$ cat src/hw/rtl/lsl_pkg.sv
// ----------------------------------------------------------------------------
// lsl_pkg
// Types and constants shared by the lux calculation pipeline.
// ----------------------------------------------------------------------------
`default_nettype none

package lsl_pkg;

   localparam int CH_W      = 25;  // scaled channel count width
   localparam int BASE_W    = 15;  // integration scale width before gain shift
   localparam int SCALE_W   = 19;  // scale after optional shift by 4
   localparam int FRAC_W    = 10;  // channel scale fraction bits
   localparam int THRESH_W  = 36;  // width of ratio threshold products
   localparam int SLOPE_W   = 10;
   localparam int PROD_W    = 35;  // channel count times slope
   localparam int LUX_W     = 21;
   localparam int LUX_SHIFT = 14;
   localparam int SEG_COUNT = 7;
   localparam int SEG_W     = 3;

   localparam logic [BASE_W-1:0] SCALE_T13  = 15'h7517;
   localparam logic [BASE_W-1:0] SCALE_T101 = 15'h0FE7;
   localparam logic [BASE_W-1:0] SCALE_T402 = 15'h0400;

   // ratio <= knee holds exactly when (ir << 10) < (2*knee + 1) * full
   localparam logic [10:0] SEG_LIMIT [SEG_COUNT] = '{
      11'd129, 11'd257, 11'd385, 11'd513, 11'd625, 11'd821, 11'd1333
   };

   // last entry serves ratios above the final knee
   localparam logic [SLOPE_W-1:0] SEG_B [SEG_COUNT+1] = '{
      10'h1f2, 10'h214, 10'h23f, 10'h270, 10'h16f, 10'h0d2, 10'h018, 10'h000
   };
   localparam logic [SLOPE_W-1:0] SEG_M [SEG_COUNT+1] = '{
      10'h1be, 10'h2d1, 10'h37b, 10'h3fe, 10'h1fc, 10'h0fb, 10'h012, 10'h000
   };

   typedef enum logic [1:0] {
      INT_13MS  = 2'd0,
      INT_101MS = 2'd1,
      INT_402MS = 2'd2
   } integration_type;

   typedef enum logic {
      CSR_INTEGRATION = 1'b0,
      CSR_HIGH_GAIN   = 1'b1
   } csr_index_type;

   typedef struct packed {
      logic [15:0] full_count;
      logic [15:0] ir_count;
   } req_type;

   typedef struct packed {
      logic [LUX_W-1:0] lux;
      logic             clamped;
   } rsp_type;

   typedef struct packed {
      logic [1:0] integration_select;
      logic       high_gain;
   } cfg_type;

   typedef struct packed {
      logic [CH_W-1:0] ch0;
      logic [CH_W-1:0] ch1;
   } ch_type;

   typedef struct packed {
      logic [CH_W-1:0]    ch0;
      logic [CH_W-1:0]    ch1;
      logic [SLOPE_W-1:0] b;
      logic [SLOPE_W-1:0] m;
   } seg_type;

endpackage

`default_nettype wire

$ cat src/hw/rtl/lsl_scale.sv
// ----------------------------------------------------------------------------
// lsl_scale
// Stage 1: scale both raw counts by the integration and gain factor.
// ----------------------------------------------------------------------------
`default_nettype none

module lsl_scale (
   input  wire logic            clock,
   input  wire logic            reset,
   input  wire logic            advance,
   input  wire logic            in_valid,
   input  lsl_pkg::req_type     in_item,
   input  lsl_pkg::cfg_type     cfg,
   output logic                 out_valid,
   output lsl_pkg::ch_type      out_ch
);
   import lsl_pkg::*;

   logic [BASE_W-1:0]     base;
   logic [SCALE_W-1:0]    scale;
   logic [SCALE_W+15:0]   full_prod;
   logic [SCALE_W+15:0]   ir_prod;
   ch_type                ch_in;
   ch_type                ch_ff;
   logic                  valid_ff;

   always_comb begin
      case (cfg.integration_select)
         INT_13MS:  base = SCALE_T13;
         INT_101MS: base = SCALE_T101;
         default:   base = SCALE_T402;
      endcase
      // 1x gain: counts are worth 16 times more
      scale     = cfg.high_gain ? {4'b0000, base} : {base, 4'b0000};
      full_prod = (SCALE_W+16)'(in_item.full_count) * (SCALE_W+16)'(scale);
      ir_prod   = (SCALE_W+16)'(in_item.ir_count) * (SCALE_W+16)'(scale);
      ch_in.ch0 = full_prod[FRAC_W +: CH_W];
      ch_in.ch1 = ir_prod[FRAC_W +: CH_W];
   end

   always_ff @(posedge clock) begin
      if (reset) begin
         valid_ff <= 1'b0;
      end else if (advance) begin
         valid_ff <= in_valid;
      end
   end

   always_ff @(posedge clock) begin
      if (advance) begin
         ch_ff <= ch_in;
      end
   end

   assign out_valid = valid_ff;
   assign out_ch    = ch_ff;

endmodule

`default_nettype wire

$ cat src/hw/rtl/lsl_segment.sv
// ----------------------------------------------------------------------------
// lsl_segment
// Stages 2 and 3: compare the ir/full ratio against the segment knees
// without division and pick the slope pair.
// ----------------------------------------------------------------------------
`default_nettype none

module lsl_segment (
   input  wire logic            clock,
   input  wire logic            reset,
   input  wire logic            advance,
   input  wire logic            in_valid,
   input  lsl_pkg::ch_type      in_ch,
   output logic                 out_valid,
   output lsl_pkg::seg_type     out_seg
);
   import lsl_pkg::*;

   logic [THRESH_W-1:0] thresh_in [SEG_COUNT];
   logic [THRESH_W-1:0] thresh_ff [SEG_COUNT];
   ch_type              ch_ff;
   logic                zero_ff;
   logic                valid2_ff;
   logic [THRESH_W-1:0] ir_scaled;
   logic [SEG_COUNT-1:0] below;
   logic [SEG_W-1:0]    seg_idx;
   seg_type             seg_in;
   seg_type             seg_ff;
   logic                valid3_ff;

   // stage 2: threshold products for every knee
   always_comb begin
      for (int i = 0; i < SEG_COUNT; i++) begin
         thresh_in[i] = THRESH_W'(in_ch.ch0) * THRESH_W'(SEG_LIMIT[i]);
      end
   end

   always_ff @(posedge clock) begin
      if (reset) begin
         valid2_ff <= 1'b0;
         valid3_ff <= 1'b0;
      end else if (advance) begin
         valid2_ff <= in_valid;
         valid3_ff <= valid2_ff;
      end
   end

   always_ff @(posedge clock) begin
      if (advance) begin
         thresh_ff <= thresh_in;
         ch_ff     <= in_ch;
         zero_ff   <= (in_ch.ch0 == '0);
         seg_ff    <= seg_in;
      end
   end

   // stage 3: first knee the ratio does not exceed
   always_comb begin
      ir_scaled = {1'b0, ch_ff.ch1, {FRAC_W{1'b0}}};
      for (int i = 0; i < SEG_COUNT; i++) begin
         below[i] = (ir_scaled < thresh_ff[i]);
      end
      seg_idx = SEG_W'(SEG_COUNT);
      for (int i = SEG_COUNT - 1; i >= 0; i--) begin
         if (below[i]) begin
            seg_idx = SEG_W'(i);
         end
      end
      // zero full count: ratio taken as zero
      if (zero_ff) begin
         seg_idx = '0;
      end
      seg_in.ch0 = ch_ff.ch0;
      seg_in.ch1 = ch_ff.ch1;
      seg_in.b   = SEG_B[seg_idx];
      seg_in.m   = SEG_M[seg_idx];
   end

   assign out_valid = valid3_ff;
   assign out_seg   = seg_ff;

endmodule

`default_nettype wire

$ cat src/hw/rtl/lsl_lux.sv
// ----------------------------------------------------------------------------
// lsl_lux
// Stages 4 and 5: slope products, difference, clamp, round and shift.
// Stage 5 is the result register.
// ----------------------------------------------------------------------------
`default_nettype none

module lsl_lux (
   input  wire logic            clock,
   input  wire logic            reset,
   input  wire logic            advance,
   input  wire logic            in_valid,
   input  lsl_pkg::seg_type     in_seg,
   output logic                 out_valid,
   output lsl_pkg::rsp_type     out_item
);
   import lsl_pkg::*;

   logic [PROD_W-1:0]   pos_in;
   logic [PROD_W-1:0]   neg_in;
   logic [PROD_W-1:0]   pos_ff;
   logic [PROD_W-1:0]   neg_ff;
   logic                valid4_ff;
   logic [PROD_W-1:0]   diff;
   logic [PROD_W:0]     rounded;
   logic [PROD_W-LUX_SHIFT:0] shifted;
   rsp_type             rsp_in;
   rsp_type             rsp_ff;
   logic                valid5_ff;

   assign pos_in = PROD_W'(in_seg.ch0) * PROD_W'(in_seg.b);
   assign neg_in = PROD_W'(in_seg.ch1) * PROD_W'(in_seg.m);

   always_comb begin
      diff    = pos_ff - neg_ff;
      rounded = {1'b0, diff} + (PROD_W+1)'(1 << (LUX_SHIFT - 1));
      shifted = rounded[PROD_W:LUX_SHIFT];
      if (neg_ff > pos_ff) begin
         rsp_in.lux     = '0;
         rsp_in.clamped = 1'b1;
      end else begin
         // saturate anything past the lux range
         if (shifted[PROD_W-LUX_SHIFT:LUX_W] != '0) begin
            rsp_in.lux = '1;
         end else begin
            rsp_in.lux = shifted[LUX_W-1:0];
         end
         rsp_in.clamped = 1'b0;
      end
   end

   always_ff @(posedge clock) begin
      if (reset) begin
         valid4_ff <= 1'b0;
         valid5_ff <= 1'b0;
      end else if (advance) begin
         valid4_ff <= in_valid;
         valid5_ff <= valid4_ff;
      end
   end

   always_ff @(posedge clock) begin
      if (advance) begin
         pos_ff <= pos_in;
         neg_ff <= neg_in;
         rsp_ff <= rsp_in;
      end
   end

   assign out_valid = valid5_ff;
   assign out_item  = rsp_ff;

endmodule

`default_nettype wire

$ cat src/hw/rtl/light_sensor_lux_calc.sv
// Throughput: one item per cycle; the five-stage pipeline advances as a whole
// whenever the result register is empty or its item is being taken.
// Reset (synchronous, active high) empties every stage and sets the
// configuration to 13 ms integration and 16x gain.
// ----------------------------------------------------------------------------
// light_sensor_lux_calc
// Lux from full-spectrum and infrared counts, T package slope table.
// ----------------------------------------------------------------------------
`default_nettype none

module light_sensor_lux_calc (
   input  wire logic         clock,
   input  wire logic         reset,
   input  wire logic         req_valid,
   output logic              req_ready,
   input  lsl_pkg::req_type  req_data,
   output logic              rsp_valid,
   input  wire logic         rsp_ready,
   output lsl_pkg::rsp_type  rsp_data,
   input  wire logic         csr_wr_en,
   input  wire logic         csr_index,
   input  wire logic [1:0]   csr_wdata
);
   import lsl_pkg::*;

   cfg_type  cfg_ff;
   cfg_type  cfg_in;
   logic     advance;
   logic     s1_valid;
   ch_type   s1_ch;
   logic     s3_valid;
   seg_type  s3_seg;

   always_comb begin
      cfg_in = cfg_ff;
      if (csr_wr_en) begin
         unique case (csr_index_type'(csr_index))
            CSR_INTEGRATION: cfg_in.integration_select = csr_wdata;
            CSR_HIGH_GAIN:   cfg_in.high_gain = csr_wdata[0];
            default:         cfg_in = cfg_ff;
         endcase
      end
   end

   always_ff @(posedge clock) begin
      if (reset) begin
         cfg_ff.integration_select <= INT_13MS;
         cfg_ff.high_gain          <= 1'b1;
      end else begin
         cfg_ff <= cfg_in;
      end
   end

   // hold every stage while the result waits
   assign advance   = !rsp_valid || rsp_ready;
   assign req_ready = advance;

   lsl_scale u_scale (
      .clock     (clock),
      .reset     (reset),
      .advance   (advance),
      .in_valid  (req_valid),
      .in_item   (req_data),
      .cfg       (cfg_ff),
      .out_valid (s1_valid),
      .out_ch    (s1_ch)
   );

   lsl_segment u_segment (
      .clock     (clock),
      .reset     (reset),
      .advance   (advance),
      .in_valid  (s1_valid),
      .in_ch     (s1_ch),
      .out_valid (s3_valid),
      .out_seg   (s3_seg)
   );

   lsl_lux u_lux (
      .clock     (clock),
      .reset     (reset),
      .advance   (advance),
      .in_valid  (s3_valid),
      .in_seg    (s3_seg),
      .out_valid (rsp_valid),
      .out_item  (rsp_data)
   );

endmodule

`default_nettype wire

$ cat config.mk
export PLATFORM = sky130hd
export DESIGN_NAME = light_sensor_lux_calc
export DESIGN_NICKNAME = d
export VERILOG_FILES = /design/src/hw/rtl/lsl_pkg.sv /design/src/hw/rtl/lsl_scale.sv /design/src/hw/rtl/lsl_segment.sv /design/src/hw/rtl/lsl_lux.sv /design/src/hw/rtl/light_sensor_lux_calc.sv
export SDC_FILE = /design/constraint.sdc
export NUM_CORES = 2
export LEC_CHECK = 0
export BUFFER_PORTS_ARGS = -buffer_cell sky130_fd_sc_hd__buf_4
export CAP_MARGIN = 10
export CORE_MARGIN = 2
export CORE_UTILIZATION = 30
export CTS_BUF_LIST = sky130_fd_sc_hd__clkbuf_8
export DETAILED_ROUTE_END_ITERATION = 10
export HOLD_SLACK_MARGIN = 0.15
export SLEW_MARGIN = 10
export SYNTH_ARGS = -nofsm -noshare
export SYNTH_HDL_FRONTEND = slang
export SYNTH_HIERARCHICAL = 1
export SYNTH_SLANG_ARGS = --single-unit
$ cat constraint.sdc
create_clock -name clock -period 23.2 [get_ports clock]
set_input_delay 1.16 -clock clock [delete_from_list [all_inputs] [get_ports clock]]
set_output_delay 1.16 -clock clock [all_outputs]
set_load 0.02 [all_outputs]
==> key figures <==
Worst setup path
  – CP Cell Sequence: inv_1 > a21oi_4 > nand2_1 > fa_1 > inv_1 > fa_1 > fa_1 > fa_1 > fa_1 > inv_1 > fa_1 > inv_1 > ha_1 > and3_1 > a221oi_1 > o21ai_1 > a22o_1 > a2111oi_0 > o21ai_1 > a21oi_1 > xnor2_1
  – Worst endpoint data arrival time: 9040 ps
  – Crit path required time: around 24000 ps
  – Slowest cell on the critical path: a21oi_4
  – Crit Path Class: reg -> reg
  – Worst path bufs/invs: 4
  – CP most frequent cell: fa_1
  – Crit path max fanout: 32
  – Crit start category: flop
  – CP endpoint kind: flop
  – Max incr delay on CP: 1000 ps
  – CP delay by family, top: adder cells

Floorplan
  – Die span in y: 500 µm
  – Die X: between 400 and 500 µm
  – Ports: 64
  – Row count: roughly 180
  – Initial Util: 0.302
  – Total die area: about 250000 µm²
  – Core area: between 200000 and 250000 µm²

Status
  – Outcome: complete, no violations

Yosys
  – Mapped Avg Cell Area: 9.92 µm²
  – Post-synthesis sequential area ratio: 0.189
  – Ys Warns: 6
  – Flops & latches, synth: about 470
  – Synth Net Count: approximately 9700
  – Number of synthesized flops with an enable pin: between 400 and 500
  – Prevailing post-synth register cell: edfxtp_1
  – Netlist cell types: between 100 and 150
  – Cell Area, Synth: about 74000 µm²
  – Mapped Cells: about 7400
  – Ys async rst share: 0

Global route
  – First-pass GRT wire length: around 300000 µm
  – Met1 usage in global routing: 0.194
  – Layer with the highest usage: met2
  – Total GRT Usage: 0.150
  – Initial antenna violation count: 8
  – Met2 usage: 0.257
  – Grt ovf: 0
  – Vias in the first global route: ~56000
  – Met3 Resource Use GR: 0.0210
  – Largest net degree at the start of global routing: 145

Clock tree
  – Post-CTS Setup Bufs: 0
  – CTS buffer count: 84
  – H-tree depth: 3
  – CTS hold repair buffers: 0
  – Clk sinks: 467
  – TritonCTS clock tree: built
  – Worst skew pair latency: between 800 and 900 ps
  – Root Buffer: clkbuf_8
  – Clock Path Buffers: 3
  – Clock transition at path regs: about 90 ps
  – Cts repair resizes: 0

STA
  – Hold Vio Cnt, Final: 0
  – Period Utilization, post-route: 0.367
  – Setup tns final: 0 ps
  – Max_slew headroom: 0.109
  – Max-slew violation count: 0
  – Worst slew pin tran: 1330 ps
  – Final setup violation count: 0
  – Worst clock skew: around 89 ps
  – RSZ-0062 raised after global routing: no
  – Final min period: 8520 ps
  – Fmax: roughly 120 MHz

Cells and area
  – Nets@finish: slightly below 10000
  – Most frequent cells in the layout: inv_1, ha_1, fa_1, nand2_1, edfxtp_1
  – Commonest non-fill, non-tap cell in the layout: inv_1
  – Area delta synth->final: 8.33%
  – Fin util: 0.327
  – Share of cells above drive strength 1: 0.0457

Route
  – Drt wl/cell: between 15 and 20 µm
  – Initial DRC Count: just under 3000
  – Antenna-violating nets left: 0
  – Vias per cell: about 4.8
  – Via count: between 50000 and 60000
  – DRC: 0
  – DRT Pass-1 Iters: 5
  – Final WL: between 150000 and 200000 µm

Placement
  – Post-DP HPWL: 144000 µm
  – Routability Congestion: approximately 0.91
  – PortBufs: between 60 and 70

Job
  – Max Cap Viol: 0

Worst hold path
  – Hold WC Path Type: reg -> reg
-- cells by family (layout without fill, tap and decap cells) --
logic type / Yosys count / in the layout / synth area share
adders and majority gates: 2185 / 2185 / 0.477
buffers and inverters: 1792 / 1886 / 0.0917
and+or+nand+nor: 1687 / 1687 / 0.114
AOI/OAI and AO/OA: 974 / 974 / 0.0885
DFF: 467 / 467 / 0.189
xor gates and xnor gates: 314 / 314 / 0.0374
muxes: 17 / 17 / 0.00236
other: 0 / 3 / 0
-- worst paths after layout --
path | from | end | slack [ps] | cells past startpoint
hold / removal | u_scale/out_ch[7] | u_segment/ch_ff[7] | 410 | 0
setup reg to reg | cfg_ff[0] | u_scale/out_ch[48] | 14680 | 21
setup / recovery | cfg_ff[0] | u_scale/out_ch[48] | 14680 | 21
hold reg to reg | u_scale/out_ch[7] | u_segment/ch_ff[7] | 410 | 0
-- cell usage after synthesis (36+ instances only) --
| master | n | area share |
|---|---|---|
| o21bai_1 | 39 | 0.0040 |
| xor2_1 | 101 | 0.012 |
| a31oi_1 | 36 | 0.0031 |
| xnor2_1 | 212 | 0.025 |
| and3_1 | 54 | 0.0046 |
| nand2_1 | 631 | 0.032 |
| nand3_1 | 75 | 0.0051 |
| nand2b_1 | 44 | 0.0037 |
| nor2b_1 | 42 | 0.0036 |
| o21a_1 | 54 | 0.0055 |
| edfxtp_1 | 459 | 0.19 |
| a21o_1 | 157 | 0.016 |
| o21ai_0 | 120 | 0.0081 |
| clkbuf_1 | 165 | 0.0084 |
| fa_1 | 1040 | 0.28 |
| ha_1 | 1145 | 0.19 |
| nand4_1 | 52 | 0.0044 |
| inv_1 | 1602 | 0.082 |
| a21oi_1 | 289 | 0.020 |
| nor3_1 | 72 | 0.0049 |
| nor2_1 | 216 | 0.011 |
| and2_1 | 389 | 0.033 |
-- through the flow --
stage                     hold slack [ps]  cells  worst slack [ps]  cell area, µm²
after CTS                             397  10700             14720           79900
after floorplan                       400   7436              9630           73700
after global routing                  415  10700             14330           79900
after detailed placement              405  10600             14780           78000
final                                 407  10700             14680           79900
after global placement                400  10600             14840           78000
-- flip-flops by register name, indices dropped and copies added, names as in the netlist --
signal / flops
u_lux/neg_ff: 35
u_lux/valid4_ff: 1
u_segment/thresh_ff: 201
u_lux/out_item: 22
u_scale/out_ch: 50
u_segment/valid2_ff: 1
u_scale/out_valid: 1
u_segment/ch_ff: 48
u_segment/zero_ff: 1
u_lux/out_valid: 1
u_segment/out_valid: 1
u_lux/pos_ff: 35
cfg_ff: 3
u_segment/out_seg: 67
-- routing by layer --
layer  vias up  part of all wire
li1      24200                 -
met5         -                 0
met2      1166              0.48
met3       316             0.046
met4         0             0.034
met1     25800              0.44
-- cell type report --
cell class / instances / area, µm²
antenna: 3 / 7.51
clock buffer: 85 / 1170
clock inverter: 68 / 652
fill: 24800 / 164000
inverter: 1604 / 6020
multi-input combinational: 5177 / 53100
sequential: 467 / 13900
tap: 3202 / 4010
timing repair buffer: 129 / 981
Power is left out: the tool's default activity adds up to more than one toggle a clock period on the data nets, which glitch-free logic cannot reach.
